File: src/hdl/rcmi_pkg.sv
// Register map, function codes and result type for the RTC counter with match interrupt.
package rcmi_pkg;

	localparam int unsigned DATA_W = 32;
	localparam int unsigned OFS_W  = 12;

	typedef enum logic [1:0] {
		FUNC_TICK  = 2'd0,
		FUNC_READ  = 2'd1,
		FUNC_WRITE = 2'd2
	} func_t;

	localparam logic [DATA_W-1:0] RTC_VERSION = 32'h3230_312A;

	// control word bits
	localparam int unsigned CTL_IEN_BIT  = 0;
	localparam int unsigned CTL_MASK_BIT = 1;

	localparam logic [OFS_W-1:0] OFS_COUNT = 12'h000;
	localparam logic [OFS_W-1:0] OFS_MATCH = 12'h004;
	localparam logic [OFS_W-1:0] OFS_LOAD  = 12'h008;
	localparam logic [OFS_W-1:0] OFS_CTRL  = 12'h00C;
	localparam logic [OFS_W-1:0] OFS_STAT  = 12'h010;
	localparam logic [OFS_W-1:0] OFS_RSTAT = 12'h014;
	localparam logic [OFS_W-1:0] OFS_EOI   = 12'h018;
	localparam logic [OFS_W-1:0] OFS_VER   = 12'h01C;

	typedef struct packed {
		logic [DATA_W-1:0] read_data;
		logic              irq_out;
	} result_t;

endpackage

File: src/hdl/rtc_counter_match_interrupt.sv
// RTC counter with match interrupt: register file, counter and result buffering.
//
// Each item is a tick (func 0), a register read (func 1) or a register write (func 2).
// An item is taken in every cycle in which in_stall is low; its effect on the counter,
// match, load, control and status registers is applied at that edge and its result
// (read_data, irq_out sampled after the item) goes to the result register, or to the
// skid register while that is held. A two-entry output buffer (result register plus
// skid register) keeps the input open while one result waits; in_stall rises only when
// both entries are full. Throughput is one item per cycle while in_stall is low.
module rtc_counter_match_interrupt (
	input  logic                        clk,
	input  logic                        arst_n,
	input  logic                        in_valid,
	output logic                        in_stall,
	input  logic [1:0]                  func,
	input  logic [rcmi_pkg::OFS_W-1:0]  reg_offset,
	input  logic [rcmi_pkg::DATA_W-1:0] write_data,
	output logic                        out_valid,
	input  logic                        out_stall,
	output logic [rcmi_pkg::DATA_W-1:0] read_data,
	output logic                        irq_out
);
	import rcmi_pkg::*;

	logic [DATA_W-1:0] count_q, loaded_q, match_q, ctrl_q;
	logic              raw_status_q;

	logic [DATA_W-1:0] count_d, loaded_d, match_d, ctrl_d;
	logic              raw_status_d;
	logic [DATA_W-1:0] count_inc;
	logic              armed_now, armed_next;
	logic              in_accept;
	result_t           res;

	result_t           out_q, skid_q;
	logic              out_valid_q, skid_valid_q;
	logic              out_take;

	assign in_stall  = skid_valid_q;
	assign in_accept = in_valid && !in_stall;
	assign out_take  = out_valid_q && !out_stall;

	assign count_inc = count_q + 1'b1;
	assign armed_now = ctrl_q[CTL_IEN_BIT] && !ctrl_q[CTL_MASK_BIT];

	always_comb begin
		count_d       = count_q;
		loaded_d      = loaded_q;
		match_d       = match_q;
		ctrl_d        = ctrl_q;
		raw_status_d  = raw_status_q;
		res.read_data = '0;
		unique case (func)
			FUNC_TICK: begin
				count_d = count_inc;
				if (armed_now && count_inc == match_q)
					raw_status_d = 1'b1;
			end
			FUNC_READ: begin
				unique case (reg_offset)
					OFS_COUNT: res.read_data = count_q;
					OFS_MATCH: res.read_data = match_q;
					OFS_LOAD:  res.read_data = loaded_q;
					OFS_CTRL:  res.read_data = ctrl_q;
					OFS_STAT:  res.read_data = DATA_W'(raw_status_q && armed_now);
					OFS_RSTAT: res.read_data = DATA_W'(raw_status_q);
					OFS_EOI:   raw_status_d = 1'b0;
					OFS_VER:   res.read_data = RTC_VERSION;
					default:   res.read_data = '0;
				endcase
			end
			FUNC_WRITE: begin
				unique case (reg_offset)
					OFS_MATCH: match_d = write_data;
					OFS_LOAD: begin
						loaded_d = write_data;
						count_d  = write_data;
					end
					OFS_CTRL:  ctrl_d = write_data;
					default:   ;
				endcase
			end
			default: ;
		endcase
		armed_next  = ctrl_d[CTL_IEN_BIT] && !ctrl_d[CTL_MASK_BIT];
		res.irq_out = raw_status_d && armed_next;
	end

	always_ff @(posedge clk or negedge arst_n) begin
		if (!arst_n) begin
			count_q      <= '0;
			loaded_q     <= '0;
			match_q      <= '0;
			ctrl_q       <= '0;
			raw_status_q <= 1'b0;
		end else if (in_accept) begin
			count_q      <= count_d;
			loaded_q     <= loaded_d;
			match_q      <= match_d;
			ctrl_q       <= ctrl_d;
			raw_status_q <= raw_status_d;
		end
	end

	// result register with one skid entry behind it
	always_ff @(posedge clk or negedge arst_n) begin
		if (!arst_n) begin
			out_valid_q  <= 1'b0;
			skid_valid_q <= 1'b0;
		end else begin
			if (skid_valid_q) begin
				if (out_take)
					skid_valid_q <= 1'b0;
			end else if (in_accept && out_valid_q && !out_take) begin
				skid_valid_q <= 1'b1;
			end
			if (out_take)
				out_valid_q <= skid_valid_q || in_accept;
			else if (in_accept)
				out_valid_q <= 1'b1;
		end
	end

	always_ff @(posedge clk) begin
		if (skid_valid_q) begin
			if (out_take)
				out_q <= skid_q;
		end else if (in_accept) begin
			if (out_valid_q && !out_take)
				skid_q <= res;
			else
				out_q <= res;
		end
	end

	assign out_valid = out_valid_q;
	assign read_data = out_q.read_data;
	assign irq_out   = out_q.irq_out;

`ifndef SYNTHESIS
	a_skid_needs_out: assert property (@(posedge clk) disable iff (!arst_n)
		skid_valid_q |-> out_valid_q)
		else $error("skid entry held with empty result register");

	a_accept_gives_result: assert property (@(posedge clk) disable iff (!arst_n)
		in_accept |=> out_valid)
		else $error("accepted item produced no result");

	a_status_rise_on_tick: assert property (@(posedge clk) disable iff (!arst_n)
		$rose(raw_status_q) |-> $past(in_accept && func == FUNC_TICK))
		else $error("status raised by something other than a tick");

	a_full_stalls_input: assert property (@(posedge clk) disable iff (!arst_n)
		(skid_valid_q && out_stall) |=> skid_valid_q)
		else $error("skid entry lost while output stalled");
`endif

endmodule
File: config.mk
export PLATFORM = sky130hd
export DESIGN_NAME = rtc_counter_match_interrupt
export DESIGN_NICKNAME = d
export VERILOG_FILES = /design/src/hdl/rcmi_pkg.sv /design/src/hdl/rtc_counter_match_interrupt.sv
export SDC_FILE = /design/constraint.sdc
export NUM_CORES = 1
export LEC_CHECK = 0
export BUFFER_PORTS_ARGS = -buffer_cell sky130_fd_sc_hd__buf_4
export CORE_MARGIN = 5
export CORE_UTILIZATION = 60
export CTS_BUF_LIST = sky130_fd_sc_hd__clkbuf_16
export DETAILED_ROUTE_END_ITERATION = 12
export HOLD_SLACK_MARGIN = 0.03
export PLACE_DENSITY = 0.8
export SYNTH_ARGS = -nofsm -noshare
export SYNTH_HDL_FRONTEND = slang
export SYNTH_SLANG_ARGS = --single-unit
File: constraint.sdc
create_clock -name clk -period 7.39 [get_ports clk]
set_input_delay 1.1085 -clock clk [delete_from_list [all_inputs] [get_ports clk]]
set_output_delay 1.1085 -clock clk [all_outputs]
set_load 0.01 [all_outputs]
==> results of run 1 <==
placed cells by master (no fill, tap or decap), types with 4 or more instances in the layout:
master	instances
nand2b_1	12
nand4_1	19
nor3_1	12
clkbuf_16	17
o22ai_1	18
a222oi_1	20
a22oi_1	25
buf_4	98
a32oi_1	4
or3_1	4
xor2_1	15
nand4b_1	4
and3_1	10
nand2_1	71
nor4_2	4
inv_1	11
a21oi_1	69
mux2_2	124
edfxtp_1	66
nor2_1	37
a31oi_1	17
nor4_1	10
nor2b_1	9
o21ai_1	4
xnor2_1	26
o21ai_0	43
dfrtp_1	131
and4_1	4
clkinv_1	5
nand3_1	34
sequential cells by signal, summed over array words and instances (netlist names):
| name | cells |
|---|---|
| count_q | 32 |
| skid_q | 33 |
| ctrl_q | 32 |
| irq_out | 1 |
| match_q | 32 |
| loaded_q | 32 |
| out_valid | 1 |
| raw_status_q | 1 |
| in_stall | 1 |
| read_data | 32 |
worst max-delay path: stages (launching register included):
cell      delay (ns)
dfrtp_1         0.43
inv_2           0.63
nand2_1         0.52
a211oi_4        0.33
buf_4           0.54
nand2_2         0.84
mux2_1          0.62
final cells by class:
cell class,instances,share of cell area [%]
clock buffer,17,3.68
clock inverter,15,0.995
inverter,11,0.357
multi-input combinational,655,40.8
sequential,197,45.4
tap,220,2.38
timing repair buffer,98,6.36
power by group through the flow:
stage | Sequential (mW) | Clock (mW) | Combinational, mW
final | 1.63 | 0.863 | 0.858
after global routing | 1.67 | 0.919 | 0.939
after CTS | 1.63 | 0.870 | 0.864
after detailed placement | 1.65 | 0 | 0.860
after global placement | 1.63 | 0 | 0.832
after floorplan | 1.58 | 0 | 0.600
logic make-up after synthesis:
logic type                 after synthesis  share of synthesized area [%]
xor gates and xnor gates                41                           3.50
DFF                                    197                           51.3
and+or+nand+nor                        256                           13.6
buffers and inverters                   84                           3.20
adders and majority gates                1                          0.122
AOI/OAI and AO/OA                      230                           14.4
muxes                                  127                           13.9
metal layers:
metal  part of all wire (%)  global-route usage (%)  vias up
met2                     46                    42.9      414
met1                     42                    39.9     3965
li1                       -                       -     3614
met3                     10                    5.72       62
met5                  0.048                       0        -
met4                    2.2                    8.87        2
through the flow:
step           util (%)  setup WS, ns  total power [mW]  instances
3_5_place_dp       66.1          2.95              2.51       1181
2_1_floorplan         -          3.22              2.18        936
5_1_grt            69.3          3.10              3.52       1213
6_report           69.3          3.32              3.35       1213
4_1_cts            69.3          3.36              3.36       1213
3_3_place_gp       66.1          3.06              2.46       1181
final timing paths:
path / start / endpoint / slack [ns] / cells after the start
worst min register to register: loaded_q[14] / loaded_q[14] / 0.49 / 2
worst min-delay path: loaded_q[14] / loaded_q[14] / 0.49 / 2
max in group asynchronous: arst_n / count_q[2] / 5.20 / 2
min in group asynchronous: arst_n / loaded_q[25] / 0.69 / 1
worst max register to register: in_stall / loaded_q[31] / 3.32 / 6
worst max-delay path: in_stall / loaded_q[31] / 3.32 / 6
==> flow_summary.toml, run 1 <==
[worst_setup_path]
critical_path_rt_ns = 7.69
crit_fanout = 53
arrival_ns = 4.37
worst_setup_path_end_kind = "flip-flop"
critPathLaunchType = "flip-flop"
criticalPathCategory = "flip-flop to flip-flop"

[pwr]
p_comb_share_pct = 25.6
pwr-share-clk_pct = 25.7
p_sw_mw = 1.08
vdd_drop_max_mv = 0.230
power_leakage_nw = 4.63
p_per_area_nw_per_um2 = 290
cell_internal_pwr_mw = 2.28
netSwitchingFraction_pct = 32.1
share_seq_of_total_power_pct = 48.6

[detailed_routing]
routed_via_density = 6.64
drt_first_pass_iters = 6
drtAntennaViolNets = 0
drt_iter0_drc = 1175
routedWlPerCell_um = 22.3
vias = 8057
drcViolationCount = 0
postRouteWirelength_mm = 27.1

[timing]
finalSetupViolations = 0
hold_violations = 0
final.period_utilization_pct = 55.0
hold-worst-slack_ns = 0.489
achievable-frequency_ghz = 0.246
final.setup.tns_ns = 0
timing.final.crit_period_ns = 4.07
worst-slew-pin-transition_ns = 1.23
clock_skew_ns = 0.0122
slew_violations = 0
rsz_0062_raised_after_global_routing = "no"
max-slew-margin-rel_pct = 18.0

[clock_tree]
clock_sink_count = 197
post-cts-setup-buffers = 0
cts_made_buffers = 17
cts.path.max_buffers = 2
ctsResizeCount = 0
post_cts_hold_buffer_count = 0
clock_root_buffer = "clkbuf_16"
clk_latency_ns = 0.44
ctsHtreeMaxLevel = 4
path_clk_slew_ns = 0.08
clock_tree_from_tritoncts = "yes"

[logic_synthesis]
synth.cells.most_frequent = "131 x dfrtp_1, 124 x mux2_2, 72 x nand2_1"
synth.largest_area_cell = "dfrtp_1"
dominantRegCellSynth = "dfrtp_1"
synth_sequential_area_ratio_pct = 51.3
area_of_the_mapped_netlist_um2 = 10300
postSynthAreaPerCell_um2 = 11.0
yosys-top-cells-area = "dfrtp_1 32%, edfxtp_1 19%, mux2_2 14%, a21oi_1 3.4%, nand2_1 2.6%"
syn_nets = 987
synth_edf_count = 66
yosys_register_bits = 197
ys.warnings.count = 0
postSynthCellCount = 936
synth_cell_type_count = 66
synthMostInstantiatedCell = "dfrtp_1"
synth_async_sr_flop_share_pct = 66.5
synth_largest_type_area_fraction_pct = 32.0

[global_route]
number_of_global_route_vias_before_repair = 7968
antenna_found_initial = 1
grt.total_usage_pct = 27.8
grt_pass1_wl_mm = 43.6
pin_count_of_the_biggest_net_entering_global_routing = 83
grt_remaining_overflow = 0

[placement]
port_buffers = 84
dpl_cell_area_um2 = 11000
gp_congestion = 0.957
dp_hpwl_mm = 17.7

[finish]
final_net_count = 1031
layout.area.seq_um2 = 5260
syn2layout_area_growth_pct = 12.8
area_of_combinational_cells_with_multiple_inputs_um2 = 4720
layout.cell_area.non_filler_um2 = 11600
final_layout_size_suffix_gt1_share_pct = 27.5
antenna_cells_inserted = 0
num-fill-cells = 1261

[die]
std_cell_rows = 47
design.portCount = 85
die_area_um2 = 19800
initial_core_util_pct = 61.4
floorplan.core_area_um2 = 16700
floorplan.die.width_um = 141
die-height_um = 141

[min_path]
min-delay-path-class = "flip-flop to flip-flop"

[run_status]
status = "completed"

[run]
max_cap_violations = 0
Note: power is estimated with default switching activity, not from simulation.
==> run 2: changes to the inputs <==
- CORE_UTILIZATION: 60 -> 55
- PLACE_DENSITY: 0.8 -> 0.77
- clock period: 7.39 -> 3.3 ns (I/O delays scaled with it)
==> flow_summary.toml, run 2 (synthesized netlist as in run 1, its figures left out) <==
[run_status]
status = "completed"

[placement]
place_inst = 1225
dp_hpwl_mm = 19.6
port_buffers = 84
gp_congestion = 0.977

[global_route]
antenna_found_initial = 0
global_route.usage.met2_pct = 41.0
globalRouteMet3Util_pct = 4.69
grt.total_usage_pct = 27.0
busiest_layer = "met2"
globalRouteMet1Util_pct = 39.9
grt_remaining_overflow = 0
number_of_global_route_vias_before_repair = 8211
pin_count_of_the_biggest_net_entering_global_routing = 71
grt_pass1_wl_mm = 46.3

[finish]
largest_register_ffs = 33
area_of_combinational_cells_with_multiple_inputs_um2 = 4730
mostFrequentLayoutCells = "131 x dfrtp_1, 124 x mux2_2, 124 x buf_4"
final_layout_size_suffix_gt1_share_pct = 30.3
top_register = "skid_q"
final_common_cell = "dfrtp_1"
antenna_cells_inserted = 0
instances_no_fill = 1258
syn2layout_area_growth_pct = 16.5
layout.area.seq_um2 = 5260
final_net_count = 1062
num-fill-cells = 1445

[timing]
final.setup.tns_ns = 0
slew_violations = 0
max-slew-margin-rel_pct = 64.7
timing.final.crit_period_ns = 3.02
finalSetupViolations = 0
hold_violations = 0
rsz_0062_raised_after_global_routing = "no"
worst-slew-pin-transition_ns = 0.516
achievable-frequency_ghz = 0.331
clock_skew_ns = 0.00823
final.period_utilization_pct = 91.5

[min_path]
min-delay-path-class = "input port to flip-flop"

[pwr]
power_leakage_nw = 4.82
report.power.total_mw = 7.84
p_per_area_nw_per_um2 = 656
vdd_drop_max_mv = 0.387

[detailed_routing]
drcViolationCount = 0
drt_first_pass_iters = 8
drt_iter0_drc = 948
routedWlPerCell_um = 22.7
postRouteWirelength_mm = 28.6
vias = 8218
routed_via_density = 6.53
drtAntennaViolNets = 0

[clock_tree]
post-cts-setup-buffers = 0
cts.path.max_buffers = 2
ctsHtreeMaxLevel = 4
cts_made_buffers = 17
path_clk_slew_ns = 0.08
clock_root_buffer = "clkbuf_16"
clock_tree_from_tritoncts = "yes"
clock_sink_count = 197
clk_latency_ns = 0.45

[die]
design.portCount = 85
die_area_um2 = 21500
floorplan.core_area_um2 = 18500
std_cell_rows = 50
initial_core_util_pct = 55.4
floorplan.die.width_um = 147
die-height_um = 147

[worst_setup_path]
criticalPathCategory = "flip-flop to flip-flop"
worst_setup_path_end_kind = "flip-flop"
critical_path_rt_ns = 3.48
critPathLaunchType = "flip-flop"
crit_fanout = 13
arrival_ns = 3.20

[run]
max_cap_violations = 0
## run 2: changes by cell type in the layout (fill, tap and decap cells not counted), sizes merged
| cell | before | now |
|---|---|---|
| inv | 14 | 17 |
| clkinvlp | 3 | 2 |
| buf | 98 | 128 |
| dlygate4sd3 | 0 | 1 |
| clkinv | 8 | 6 |
## run 2: metrics by stage
stage / area, um2 / utilization, % / hold slack, ns / setup slack (ns)
floorplan: 10300 / - / 0.199 / 0.530
global placement: 11300 / 61.2 / 0.425 / 0.358
detailed placement: 11300 / 61.2 / 0.427 / 0.259
CTS: 11900 / 64.5 / 0.291 / 0.258
global route: 11900 / 64.5 / 0.302 / 0.0764
finish: 11900 / 64.5 / 0.299 / 0.279
## run 2: layout make-up
cell class	count	area share, %
Clock inverter	15	1.53
Inverter	11	0.346
Timing Repair Buffer	129	8.54
Tap cell	234	2.45
Clock buffer	17	3.56
Sequential cell	197	44.0
Multi-Input combinational cell	655	39.5
## run 2: power by group
group / total, mW / switching [mW] / internal (mW)
Sequential: 3.59 / 0.437 / 3.16
Clock: 2.15 / 1.06 / 1.09
Combinational: 2.10 / 1.11 / 0.984
Total: 7.84 / 2.61 / 5.23
## run 2: routing by layer
layer | wire [um] | vias up
met5 | 0 | -
met4 | 441 | 0
met3 | 2010 | 43
met2 | 13100 | 361
met1 | 13000 | 4118
li1 | - | 3696
## run 2: timing repair
action                     CTS  global route
hold buffers                 1             0
hold endpoints to repair    22             0
setup endpoints to repair    0             2
gates resized for setup      0             2
## run 2: final timing paths
kind | start | end | slack [ns] | cells after the start
max | count_q[4] | irq_out | 0.28 | 8
min | write_data[11] | ctrl_q[11] | 0.30 | 2
max reg2reg | count_q[4] | irq_out | 0.28 | 8
min reg2reg | loaded_q[11] | loaded_q[11] | 0.49 | 2
max in group asynchronous | arst_n | count_q[12] | 1.95 | 3
min in group asynchronous | arst_n | ctrl_q[28] | 0.50 | 2
## run 2: worst max-delay path: stages (launching register included)
cell,delay [ns]
dfrtp_1,0.62
nand3_2,0.26
or4_4,0.65
nor4_2,0.38
nor3_1,0.08
a211o_1,0.28
a22o_1,0.27
nand4_1,0.13
a31oi_1,0.09
